--- config.mk ---
export PLATFORM = sky130hd
export DESIGN_NAME = tcw_seq
export DESIGN_NICKNAME = d
export VERILOG_FILES = /design/src/sv/text_console_writer_top_defines.svh /design/src/sv/tcw_pkg.sv /design/src/sv/tcw_seq.sv
export SDC_FILE = /design/constraint.sdc
export NUM_CORES = 1
export LEC_CHECK = 0
export BUFFER_PORTS_ARGS = -buffer_cell sky130_fd_sc_hd__buf_2
export CORE_MARGIN = 1.5
export CORE_UTILIZATION = 47
export DETAILED_ROUTE_END_ITERATION = 16
export HOLD_SLACK_MARGIN = 0.03
export PLACE_DENSITY = 0.84
export SYNTH_ARGS = -nofsm -noshare
export SYNTH_HDL_FRONTEND = slang
export SYNTH_SLANG_ARGS = --single-unit
--- constraint.sdc ---
create_clock -name clk -period 2.6 [get_ports clk]
set_clock_uncertainty 0.1 [all_clocks]
set_input_delay 0.26 -clock clk [delete_from_list [all_inputs] [get_ports clk]]
set_output_delay 0.26 -clock clk [all_outputs]
set_load 0.02 [all_outputs]
--- src/sv/text_console_writer_top_defines.svh ---
// assertion macros for the text console writer
// used by text_console_writer_top; expects clk and rst in scope
`ifndef TEXT_CONSOLE_WRITER_TOP_DEFINES_SVH
`define TEXT_CONSOLE_WRITER_TOP_DEFINES_SVH

// condition must hold in the same cycle
`define TCW_ASSERT_SAME(label, ante, cons, msg) \
  label: assert property (@(posedge clk) disable iff (rst) (ante) |-> (cons)) \
    else $error(msg);

// condition must hold in the following cycle
`define TCW_ASSERT_NEXT(label, ante, cons, msg) \
  label: assert property (@(posedge clk) disable iff (rst) (ante) |=> (cons)) \
    else $error(msg);

`endif

--- src/sv/tcw_pkg.sv ---
// shared types and constants for the text console writer
// no dependencies
`timescale 1ns / 1ps

package tcw_pkg;

  localparam int CELL_W    = 16;
  localparam int CHAR_W    = 8;
  localparam int COLOR_W   = 4;
  localparam int ROW_IN_W  = 6;
  localparam int COL_IN_W  = 7;
  localparam int ROW_OUT_W = 6;
  localparam int COL_OUT_W = 7;
  localparam int CFG_IDX_W = 1;

  localparam logic [CHAR_W-1:0] NEWLINE_CODE = 8'd10;

  // request kinds
  localparam logic REQ_PUT  = 1'b0;
  localparam logic REQ_READ = 1'b1;

  // configuration register indexes
  localparam logic [CFG_IDX_W-1:0] REG_FG   = 1'b0;
  localparam logic [CFG_IDX_W-1:0] REG_BGND = 1'b1;

  typedef struct packed {
    logic                req_type;
    logic [CHAR_W-1:0]   char_code;
    logic [ROW_IN_W-1:0] read_row;
    logic [COL_IN_W-1:0] read_col;
  } tcw_req_t;

  typedef struct packed {
    logic [CELL_W-1:0]    cell_data;
    logic [COL_OUT_W-1:0] cursor_col;
    logic [ROW_OUT_W-1:0] cursor_row;
    logic                 scrolled;
  } tcw_result_t;

  typedef struct packed {
    logic clearing;
    logic scrolling;
  } tcw_status_t;

endpackage

--- src/sv/tcw_seq.sv ---
// request sequencer: cursor, clearing pass, scroll copy and memory access
// depends on tcw_pkg; drives tcw_screen_ram
`timescale 1ns / 1ps

module tcw_seq
  import tcw_pkg::*;
#(
  parameter int COLUMNS = 80,
  parameter int ROWS    = 50,
  localparam int DEPTH  = ROWS * COLUMNS,
  localparam int AW     = $clog2(DEPTH),
  localparam int CW     = $clog2(COLUMNS),
  localparam int RW     = $clog2(ROWS)
) (
  input  logic                 clk,
  input  logic                 rst,
  input  tcw_req_t             req,
  input  logic                 req_valid,
  output logic                 req_stall,
  input  logic [CHAR_W-1:0]    attr,
  output tcw_result_t          res,
  output logic                 res_valid,
  input  logic                 res_take,
  output tcw_status_t          status,
  output logic                 mem_we,
  output logic [AW-1:0]        mem_waddr,
  output logic [CELL_W-1:0]    mem_wdata,
  output logic                 mem_re,
  output logic [AW-1:0]        mem_raddr,
  input  logic [CELL_W-1:0]    mem_rdata
);

  localparam int SCROLL_LEN = (ROWS - 1) * COLUMNS;

  typedef enum logic [2:0] {
    ST_CLEAR,
    ST_IDLE,
    ST_READ,
    ST_SCROLL,
    ST_DONE
  } state_t;

  state_t            state, state_next;
  logic [AW-1:0]     cnt, cnt_next;
  logic [CW-1:0]     cur_col, cur_col_next;
  logic [RW-1:0]     cur_row, cur_row_next;
  logic [CELL_W-1:0] cell_word, cell_word_next;
  logic              scrolled, scrolled_next;

  logic [AW-1:0]     cur_addr;
  logic [AW-1:0]     rd_addr;
  logic              rd_in_range;
  logic [CELL_W-1:0] wr_word;
  logic              wrap;

  assign cur_addr    = AW'(cur_row * COLUMNS) + AW'(cur_col);
  assign rd_addr     = AW'(req.read_row * COLUMNS) + AW'(req.read_col);
  assign rd_in_range = (32'(req.read_row) < ROWS) && (32'(req.read_col) < COLUMNS);
  assign wr_word     = {attr, req.char_code};

  assign req_stall = (state != ST_IDLE);
  assign res_valid = (state == ST_DONE);

  assign res.cell_data  = cell_word;
  assign res.cursor_col = COL_OUT_W'(cur_col);
  assign res.cursor_row = ROW_OUT_W'(cur_row);
  assign res.scrolled   = scrolled;

  assign status.clearing  = (state == ST_CLEAR);
  assign status.scrolling = (state == ST_SCROLL);

  always_comb begin
    state_next     = state;
    cnt_next       = cnt;
    cur_col_next   = cur_col;
    cur_row_next   = cur_row;
    cell_word_next = cell_word;
    scrolled_next  = scrolled;
    mem_we         = 1'b0;
    mem_waddr      = cur_addr;
    mem_wdata      = wr_word;
    mem_re         = 1'b0;
    mem_raddr      = rd_addr;
    wrap           = 1'b0;
    case (state)
      ST_CLEAR: begin
        mem_we    = 1'b1;
        mem_waddr = cnt;
        mem_wdata = '0;
        cnt_next  = cnt + AW'(1);
        if (cnt == AW'(DEPTH - 1)) begin
          cnt_next   = '0;
          state_next = ST_IDLE;
        end
      end
      ST_IDLE: begin
        if (req_valid) begin
          scrolled_next = 1'b0;
          if (req.req_type == REQ_READ) begin
            if (rd_in_range) begin
              mem_re     = 1'b1;
              state_next = ST_READ;
            end else begin
              cell_word_next = '0;
              state_next     = ST_DONE;
            end
          end else begin
            if (req.char_code == NEWLINE_CODE) begin
              cell_word_next = '0;
              wrap           = 1'b1;
            end else begin
              mem_we         = 1'b1;
              cell_word_next = wr_word;
              wrap           = (cur_col == CW'(COLUMNS - 1));
              cur_col_next   = cur_col + CW'(1);
            end
            state_next = ST_DONE;
            if (wrap) begin
              cur_col_next = '0;
              if (cur_row == RW'(ROWS - 1)) begin
                // leaving the last row: copy everything up one row
                scrolled_next = 1'b1;
                cnt_next      = '0;
                state_next    = ST_SCROLL;
              end else begin
                cur_row_next = cur_row + RW'(1);
              end
            end
          end
        end
      end
      ST_READ: begin
        cell_word_next = mem_rdata;
        state_next     = ST_DONE;
      end
      ST_SCROLL: begin
        // read runs one entry ahead of the write, one row further down
        mem_re    = (cnt != AW'(SCROLL_LEN));
        mem_raddr = cnt + AW'(COLUMNS);
        mem_we    = (cnt != '0);
        mem_waddr = cnt - AW'(1);
        mem_wdata = mem_rdata;
        cnt_next  = cnt + AW'(1);
        if (cnt == AW'(SCROLL_LEN)) begin
          cnt_next   = '0;
          state_next = ST_DONE;
        end
      end
      ST_DONE: begin
        if (res_take) begin
          state_next = ST_IDLE;
        end
      end
      default: begin
        state_next = ST_IDLE;
      end
    endcase
  end

  always_ff @(posedge clk) begin
    if (rst) begin
      state   <= ST_CLEAR;
      cnt     <= '0;
      cur_col <= '0;
      cur_row <= '0;
    end else begin
      state   <= state_next;
      cnt     <= cnt_next;
      cur_col <= cur_col_next;
      cur_row <= cur_row_next;
    end
    cell_word <= cell_word_next;
    scrolled  <= scrolled_next;
  end

endmodule

==> key figures, run 1 <==
Synthesis
  • Mean Syn Cell Area: 8.36 um^2
  • Cell variety after synth: 67
  • Cells after synthesis: 468
  • Synth Flop Type: dfxtp_1
  • Post-synth EDFFs: 17
  • Syn. warnings: 0
  • Syn nets: 554
  • Sequential share of the synthesized area: 27.4%
  • Post-synthesis instance area: 0.00391 mm^2
  • FFs w/ async S/R, synth: 0%
  • Synthesis-stage register bit count: 45

Global routing
  • Overflow left after global routing: 0
  • Vias in the first global route: 3,775
  • First-pass GRT wire length: 18,100 um
  • Largest net degree at the start of global routing: 26
  • All-layer global routing usage: 25.7%
  • Initial antenna violation count: 0

Power and ir drop
  • Maximum vdd ir drop: 0.331 mV
  • Internal power: 1290 uW
  • Switching Fraction: 26.9%
  • Switching power: 476 uW
  • Combinational power share: 22.6%
  • Reg power frac: 42.0%
  • Leakage power: 0.00236 uW
  • Cell Pwr Density: 344 mW/mm^2
  • Clk pwr share: 35.5%

Timing
  • Fmax: 345 MHz
  • Min cycle time layout: 2900 ps
  • RSZ-0062 raised after global routing: yes
  • Worst slew margin: 27.3%
  • Setup WS post-layout: -302 ps
  • Final Max Slew Viols: 0
  • Crit share post-route: 112%
  • Least-Margin Pin Slew: 1080 ps
  • Setup violations, final: 5
  • Final hold violations: 0

Routing
  • DRC Markers: 0
  • Vias per Instance: 5.84
  • Drt pass-1 iters: 5
  • Met3 wire length: 887 um
  • Routed wire length: 11,900 um
  • Top Metal Used: met4
  • WL per Instance: 16.7 um
  • Wl on met1: 4830 um
  • Iteration-0 DRC Markers: 336
  • Post-route ant nets: 0
  • Routed met2 length: 5900 um
  • Total number of vias: 4,160

Worst setup path
  • Worst Path Required: 2240 ps
  • WP data arrival: 2540 ps
  • Worst Path Max Fanout: 2
  • Element type at the critical path end: primary output
  • Startpoint Class: register
  • Kind of critical path: register to primary output

Clock tree
  • Clk_lat worst skew: 300 ps
  • CTS tree: yes
  • Clock Tree Buf Depth: 2
  • Clk root buf: clkbuf_8
  • Clock Sink Count: 45
  • H-Tree Depth: 2
  • Clock slew at reported path FFs: 90 ps
  • CTS buffer count: 5

Floorplan
  • Die height: 94.2 um
  • Boundary Pins: 126
  • Core Box Area: 0.00813 mm^2
  • Starting Density: 48.1%
  • Die Footprint: 0.00888 mm^2
  • FP Rows: 33
  • Die width: 94.2 um

Placed design
  • Place WS: -73.2 ps
  • DP Cell Count: 700
  • Hpwl dp: 8900 um
  • Gpl congestion: 0.890
  • Port Buffers: 125

Layout
  • Layout cells sized above 1: 35.4%
  • Fillcell total: 687
  • Final Util: 63.3%
  • Antenna cells: 0
  • Post-layout net count: 692
  • Fin cells: 712
  • Area grow syn2layout: 31.6%

Status
  • Outcome: finished, violations left
  • Failing checks: setup timing

Job
  • Max_cap viols: 0

Min path
  • Worst hold path class: primary input to register
## cells in the mapped netlist, types with 15 or more instances
cell / instances / area, um^2
ha_1: 32 / 400
xnor2_1: 22 / 193
nor3_1: 15 / 75.1
nand2_1: 35 / 131
dfxtp_1: 28 / 561
nor2_1: 28 / 105
clkbuf_1: 17 / 63.8
edfxtp_1: 17 / 510
inv_1: 25 / 93.8
a21oi_1: 25 / 125
a22o_1: 35 / 307
o21ai_0: 34 / 170
## critical path, stage by stage, from the launching register on
cell and delay [ps]:
dfxtp_2 350, ha_4 240, ha_4 160, inv_2 50
fa_2 430, nand3b_1 200, o21bai_4 190, xnor2_1 120
a221o_1 360, buf_6 140
## placed cells by master, fill, tap and decap left out, types with 3 or more instances in the layout
master    instances
dfxtp_1          19
edfxtp_1         17
ha_1             24
and2_1            9
a22o_1           35
o21ai_0          34
nand2_1          35
a221o_1           4
a21oi_1          23
xor2_1            8
ha_4              6
or3_1             4
o221ai_1          5
nor2b_1           9
a21o_1            6
buf_6             3
nand4_1           8
fa_2              3
xnor2_1          20
dfxtp_2           8
and3_1           11
inv_1            24
buf_4            36
nand3_1          11
nor3_1           15
clkbuf_8          5
nor3b_2           3
buf_2           119
nor4b_1           3
nor2_1           27
nand2b_1          8
## power by group through the flow
stage | combinational, uW | clock (uW) | sequential, uW
detailed placement | 370 | 0 | 758
floorplan | 224 | 0 | 755
CTS | 377 | 636 | 743
finish | 399 | 628 | 743
global placement | 359 | 0 | 758
global route | 433 | 662 | 743
## worst paths after layout
path	start	end	slack (ps)	depth (start not counted)
setup / recovery	cur_row[3]$_SDFFE_PP0P_	mem_waddr[10]	-300	9
hold / removal	mem_rdata[6]	cell_word[6]$_DFFE_PP_	150	3
setup reg to reg	state[0]$_SDFFE_PP0P_	cnt[0]$_SDFFE_PP0P_	320	5
hold reg to reg	state[2]$_SDFFE_PP0P_	state[2]$_SDFFE_PP0P_	450	2
## layer usage
layer / global-route usage, % / vias to the layer above
met5: 0 / -
met4: 7.84 / 0
met3: 3.56 / 26
met2: 46.0 / 183
met1: 31.7 / 1951
li1: - / 2000
## per-stage QoR
stage	area [um^2]	setup TNS [ps]	hold WS, ps	total power (uW)
after global routing	5150	-1400	180	1840
final	5150	-964	154	1770
after CTS	5050	-651	155	1760
after floorplan	3920	-42.7	347	979
after global placement	4780	-11.6	411	1120
after detailed placement	4780	-86.8	430	1130
## registers in the layout, indices dropped and copies added (netlist names)
signal / cells
state: 3
cell_word: 16
scrolled: 1
cur_row: 6
cur_col: 7
cnt: 12
## cells by family (layout without fill, tap and decap cells)
family,Yosys count,in the layout,share of synthesized area (%)
flops,45,45,27.4
mux,1,1,0.288
compound gates,135,135,24.2
simple gates,167,167,23.3
fa+ha+maj,36,36,12.3
buf+inv,53,192,5.60
xor+xnor,31,31,6.94
## what timing repair did
action	in CTS	in global routing
buffers inserted	3	3
gates resized for setup	27	19
cloned	0	0
pin swaps	10	16
hold buffers	0	0
endpoints found under the setup margin	7	16
## area by class of cell
class / count / area (um^2) / area share (%)
Sequential cell: 45 / 1080 / 21.1
Tap cell: 105 / 131 / 2.55
Clock buffer: 5 / 68.8 / 1.34
Multi-Input combinational cell: 370 / 2800 / 54.4
Clock inverter: 3 / 65.1 / 1.26
Timing Repair Buffer: 158 / 900 / 17.5
Inverter: 26 / 100 / 1.94
Power figures use the tool's default switching activity.
==> run 2, diff against run 1 <==
==> constraint.sdc (replaced) <==
create_clock -name clk -period 2.6 [get_ports clk]
set_clock_uncertainty 0.1 [all_clocks]
set_input_delay 0.26 -clock clk [delete_from_list [all_inputs] [get_ports clk]]
set_output_delay 0.26 -clock clk [all_outputs]
set_load 0.01 [all_outputs]
==> run 2 against run 1 <==
Effect of this change:
- the run still ends with setup timing left
- die area unchanged
- utilization is 1.4 points lower
- via count is 0.82% higher
- largest cell class unchanged
==> key figures, run 2 (same netlist as run 1, synthesis figures left out) <==
Status
  • Outcome: finished, violations left
  • Failing checks: setup timing

Layout
  • Biggest regs: cell_word (16), cnt (12), cur_col (7)
  • Post-layout net count: 694 (+0.29%)
  • Commonest non-fill, non-tap cells in the layout: 125 x buf_2, 35 x nand2_1, 35 x a22o_1, 34 x o21ai_0, 34 x buf_4
  • Layout cells sized above 1: 33.7% (-1.8 points)
  • Fillcell total: 712 (+3.6%)
  • Max reg flops: 16 (unchanged)
  • Antenna cells: 0 (unchanged)
  • Most common cell after layout, fill and taps aside: buf_2
  • Most flops, register: cell_word
  • Area grow syn2layout: 28.6%

Clock tree
  • Clk root buf: clkbuf_8
  • Hold bufs inserted after CTS: 0 (unchanged)
  • CTS tree: yes
  • H-Tree Depth: 2 (unchanged)
  • Clock slew at reported path FFs: 90 ps (about the same)
  • CTS buffer count: 5 (unchanged)
  • Clock Tree Buf Depth: 2 (unchanged)
  • Clk_lat worst skew: 310 ps (about the same)
  • Clock Sink Count: 45 (unchanged)

Placed design
  • Hpwl dp: 8820 um (-0.83%)
  • Port Buffers: 125 (unchanged)
  • Gpl congestion: 0.888 (-0.12%)

Floorplan
  • Die Footprint: 0.00888 mm^2 (unchanged)
  • Starting Density: 48.1% (unchanged)
  • Core Box Area: 0.00813 mm^2 (unchanged)
  • Die width: 94.2 um (unchanged)
  • Boundary Pins: 126 (unchanged)
  • Die height: 94.2 um (unchanged)
  • FP Rows: 33 (unchanged)

Routing
  • WL per Instance: 16.4 um (-1.7%)
  • Iteration-0 DRC Markers: 297 (-12%)
  • Drt pass-1 iters: 5 (unchanged)
  • DRC Markers: 0 (unchanged)
  • Post-route ant nets: 0 (unchanged)
  • Total number of vias: 4,194 (+0.82%)
  • Routed wire length: 11,700 um (-1.4%)
  • Vias per Instance: 5.87 (+0.53%)

Min path
  • Worst hold path class: primary input to register
  • Cell count of the worst hold path: 3 (unchanged)

Timing
  • Setup WS post-layout: -294 ps (+7.68 ps)
  • Worst slew margin: 30.1% (+2.8 points)
  • Min cycle time layout: 2890 ps (-7.68 ps)
  • Final hold violations: 0 (unchanged)
  • Worst Hold Slack: 153 ps (-0.851 ps)
  • Final Max Slew Viols: 0 (unchanged)
  • RSZ-0062 raised after global routing: yes
  • Crit share post-route: 111% (-0.30 points)
  • Fmax: 346 MHz (+0.27%)
  • Setup violations, final: 5 (unchanged)
  • Least-Margin Pin Slew: 1040 ps (-42.1 ps)

Global routing
  • Initial antenna violation count: 0 (unchanged)
  • All-layer global routing usage: 25.5% (-0.19 points)
  • Vias in the first global route: 3,791 (+0.42%)
  • First-pass GRT wire length: 18,000 um (-0.50%)
  • Largest net degree at the start of global routing: 34 (+31%)
  • Overflow left after global routing: 0 (unchanged)

Power and ir drop
  • Cell Pwr Density: 305 mW/mm^2 (-11%)
  • Final Power: 1530 uW (-13%)
  • Maximum vdd ir drop: 0.159 mV (-52%)
  • Leakage power: 0.00234 uW (-0.66%)

Worst setup path
  • Kind of critical path: register to primary output
  • Worst Path Required: 2240 ps (about the same)
  • Element type at the critical path end: primary output
  • WP data arrival: 2530 ps (about the same)
  • Worst r2r path cells: 5 (unchanged)
  • Worst Path Max Fanout: 2 (unchanged)
  • Startpoint Class: register

Job
  • Max_cap viols: 0 (unchanged)
-- run 2: routing by layer --
layer	vias to the layer above	GRT usage [%]	share of wire [%]
met5	-	0	0
met4	0	7.34	1.6
met3	18	3.32	7.6
met2	213	45.9	50
met1	1956	31.6	41
li1	2007	-	-
-- run 2: layout make-up --
type / count / area, um^2 / area share [%]
multi-input combinational: 370 / 2750 / 54.6
timing repair buffer: 160 / 892 / 17.7
tap: 105 / 131 / 2.61
inverter: 26 / 97.6 / 1.94
clock buffer: 7 / 76.3 / 1.52
clock inverter: 1 / 7.51 / 0.149
sequential: 45 / 1080 / 21.4
-- run 2: what timing repair did --
item | 4_1_cts | 5_1_grt
pin swaps | 6 | 8
setup buffers | 1 | 4
setup endpoints to repair | 10 | 9
gates resized for setup | 15 | 14
-- run 2: worst paths after layout --
path | slack (ps) | end | from
max reg2reg | 260 | cell_word[9]$_DFFE_PP_ | state[0]$_SDFFE_PP0P_
min reg2reg | 440 | cur_col[1]$_SDFFE_PP0P_ | cur_col[1]$_SDFFE_PP0P_
min | 150 | cell_word[0]$_DFFE_PP_ | mem_rdata[0]
max | -290 | mem_waddr[10] | cur_row[1]$_SDFFE_PP0P_
-- run 2: critical path: stages, from the launching register on --
cell	delay [ps]
dfxtp_2	350
ha_4	240
ha_4	160
inv_2	50
fa_2	440
nand3b_1	200
o21bai_1	180
xnor2_1	130
a221o_1	350
buf_2	140
-- run 2: power breakdown --
group | internal, uW | switching [uW]
clock network | 191 | 244
logic | 170 | 188
registers | 734 | 6.41
-- run 2: stage by stage --
step	instances	cell area (um^2)	setup TNS (ps)	setup slack [ps]	utilization, %
after global placement	702	4790	0	8.69	58.9
after floorplan	468	3920	0	9.23	-
after global routing	714	5030	-1150	-378	61.9
after detailed placement	702	4790	-144	-102	58.9
final	714	5030	-684	-294	61.9
after CTS	711	4960	-638	-310	61.0
==> run 3, diff against run 2 <==
--- a/config.mk
+++ b/config.mk
@@ -6,11 +6,13 @@
 export NUM_CORES = 1
 export LEC_CHECK = 0
 export BUFFER_PORTS_ARGS = -buffer_cell sky130_fd_sc_hd__buf_2
+export CAP_MARGIN = 20
 export CORE_MARGIN = 1.5
 export CORE_UTILIZATION = 47
 export DETAILED_ROUTE_END_ITERATION = 16
 export HOLD_SLACK_MARGIN = 0.03
 export PLACE_DENSITY = 0.84
+export SETUP_SLACK_MARGIN = 0.2
 export SYNTH_ARGS = -nofsm -noshare
 export SYNTH_HDL_FRONTEND = slang
 export SYNTH_SLANG_ARGS = --single-unit
==> run 3 against run 2 <==
Effect of this change:
- final cell count is 1.8% higher
- first-iteration DRC count is 81% higher
- largest power group unchanged
- the run still ends with setup timing left
- sequential power fell by 0.8%
- sequential cell count unchanged
- non-clock buffer count is 13 higher
- fmax down 1.3%
- critical path type unchanged
- combinational power grew 35%
- total power is 15% higher
- die area unchanged
- worst hold slack worse by 0.82 ps
- clock-buffer cell count down 2
- highest routed layer unchanged
==> key figures, run 3 (same netlist as run 1, synthesis figures left out) <==
Clock tree
  • CTS buffer count: 5 (unchanged)
  • CTS tree: yes
  • H-Tree Depth: 2 (unchanged)
  • Clock Tree Buf Depth: 2 (unchanged)
  • Clk_lat worst skew: 300 ps (about the same)
  • Clk root buf: clkbuf_8
  • Clock slew at reported path FFs: 90 ps (about the same)
  • Clock Sink Count: 45 (unchanged)

Routing
  • Post-route ant nets: 0 (unchanged)
  • WL per Instance: 18.2 um (+11%)
  • Routed wire length: 13,200 um (+13%)
  • Drt pass-1 iters: 5 (unchanged)
  • Iteration-0 DRC Markers: 539 (+81%)
  • Vias per Instance: 6.09 (+3.8%)
  • DRC Markers: 0 (unchanged)
  • Total number of vias: 4,431 (+5.7%)

Layout
  • Final Util: 66.9% (+5.0 points)
  • Post-layout net count: 707 (+1.9%)
  • Area grow syn2layout: 39.0%
  • Design Area, Final: 0.00544 mm^2 (+8.1%)
  • Biggest regs: cell_word (16), cnt (12), cur_col (7)
  • Fillcell total: 609 (-14%)
  • Most common cell after layout, fill and taps aside: buf_2
  • Most flops, register: cell_word
  • Layout cells sized above 1: 39.9% (+6.2 points)
  • Commonest non-fill, non-tap cells in the layout: 122 x buf_2, 35 x a22o_1, 34 x buf_4, 32 x nand2_1, 31 x o21ai_0
  • Max reg flops: 16 (unchanged)
  • Antenna cells: 0 (unchanged)

Placed design
  • Place WS: -47.8 ps (+54.1 ps)
  • Port Buffers: 125 (unchanged)
  • Hpwl dp: 9050 um (+2.6%)
  • Placed Instance Area: 0.00482 mm^2 (+0.63%)
  • Gpl congestion: 0.904 (+1.8%)

Power and ir drop
  • Maximum vdd ir drop: 0.203 mV (+28%)
  • Switching power: 503 uW (+15%)
  • Internal power: 1260 uW (+15%)
  • Clk pwr share: 30.7% (+2.4 points)
  • Switching Fraction: 28.6% (about the same)
  • Reg power frac: 41.8% (-6.5 points)
  • Cell Pwr Density: 323 mW/mm^2 (+6.1%)
  • Combinational power share: 27.5% (+4.1 points)
  • Leakage power: 0.00247 uW (+5.7%)

Timing
  • Crit share post-route: 113% (+1.4 points)
  • RSZ-0062 raised after global routing: yes
  • Min cycle time layout: 2930 ps (+36.8 ps)
  • Final Max Slew Viols: 0 (unchanged)
  • Setup violations, final: 5 (unchanged)
  • Setup WS post-layout: -331 ps (-36.8 ps)
  • Worst slew margin: 57.7% (+28 points)
  • Worst Hold Slack: 152 ps (-0.825 ps)
  • Least-Margin Pin Slew: 634 ps (-407 ps)
  • Final hold violations: 0 (unchanged)
  • Fmax: 341 MHz (-1.3%)
  • Setup TNS: -1080 ps (-392 ps)

Worst setup path
  • Kind of critical path: register to primary output
  • Element type at the critical path end: primary output
  • Worst Path Max Fanout: 3 (+1)
  • WP data arrival: 2570 ps (+40 ps)
  • Worst Path Required: 2240 ps (about the same)
  • Startpoint Class: register

Floorplan
  • Boundary Pins: 126 (unchanged)
  • Starting Density: 48.1% (unchanged)
  • FP Rows: 33 (unchanged)
  • Die height: 94.2 um (unchanged)
  • Die Footprint: 0.00888 mm^2 (unchanged)
  • Die width: 94.2 um (unchanged)
  • Core Box Area: 0.00813 mm^2 (unchanged)

Status
  • Outcome: finished, violations left
  • Failing checks: setup timing

Min path
  • Worst hold path class: primary input to register

Global routing
  • Initial antenna violation count: 0 (unchanged)
  • Vias in the first global route: 4,040 (+6.6%)
  • Overflow left after global routing: 0 (unchanged)
  • Largest net degree at the start of global routing: 27 (-21%)
  • First-pass GRT wire length: 19,500 um (+8.0%)
  • All-layer global routing usage: 27.6% (+2.1 points)

Job
  • Max_cap viols: 0 (unchanged)
-- run 3: changes by cell type in the layout (fill, tap and decap cells not counted), sizes merged --
cell	delta
buf	+12
bufinv	+1
clkbuf	-1
clkinv	+1
-- run 3: worst max-delay path, cell delays in order, from the launching register on --
cell and delay (ps):
dfxtp_4 370, ha_4 270, ha_4 130, inv_2 30, fa_2 350, xnor2_2 180, nand3b_1 130, o21bai_1 180
xnor2_1 130, a221o_1 340, buf_2 150
-- run 3: path summary, 6_finish.rpt --
path,startpoint,depth (start not counted),endpoint,slack [ps]
max,cur_row[3]$_SDFFE_PP0P_,10,mem_waddr[10],-330
min,mem_rdata[7],3,cell_word[7]$_DFFE_PP_,150
max reg2reg,cnt[0]$_SDFFE_PP0P_,11,cnt[7]$_SDFFE_PP0P_,260
min reg2reg,cur_col[1]$_SDFFE_PP0P_,2,cur_col[1]$_SDFFE_PP0P_,480
-- run 3: repair_timing --
item,in CTS,in global routing
pin swaps,27,22
gates resized for setup,51,31
setup buffers,12,8
setup endpoints to repair,32,43
hold buffers,0,0
-- run 3: layer usage --
layer | routed length (um) | track usage [%] | share of wire (%)
met1 | 5100 | 33.4 | 39
met2 | 6500 | 48.9 | 49
met3 | 1150 | 3.96 | 8.7
met4 | 444 | 11.1 | 3.4
met5 | 0 | 0 | 0
-- run 3: per-stage QoR --
step | instances | total power, uW
2_1_floorplan | 468 | 947
4_1_cts | 718 | 1680
6_report | 727 | 1760
5_1_grt | 727 | 1820
3_3_place_gp | 698 | 1090
3_5_place_dp | 698 | 1100
-- run 3: power by group through the flow --
stage	clock network, uW	registers, uW	logic [uW]
CTS	540	733	408
floorplan	0	752	195
detailed placement	0	752	350
global route	573	735	511
finish	541	734	483
global placement	0	752	335
-- run 3: layout make-up --
cell class                      instances  area [um^2]  share of cell area, %
Tap cell                              105          131                   2.42
Clock buffer                            5         68.8                   1.27
Timing Repair Buffer                  173         1070                   19.6
Inverter                               26          103                   1.89
Clock inverter                          3         41.3                  0.759
Sequential cell                        45         1090                   20.1
Multi-Input combinational cell        370         2940                   54.0
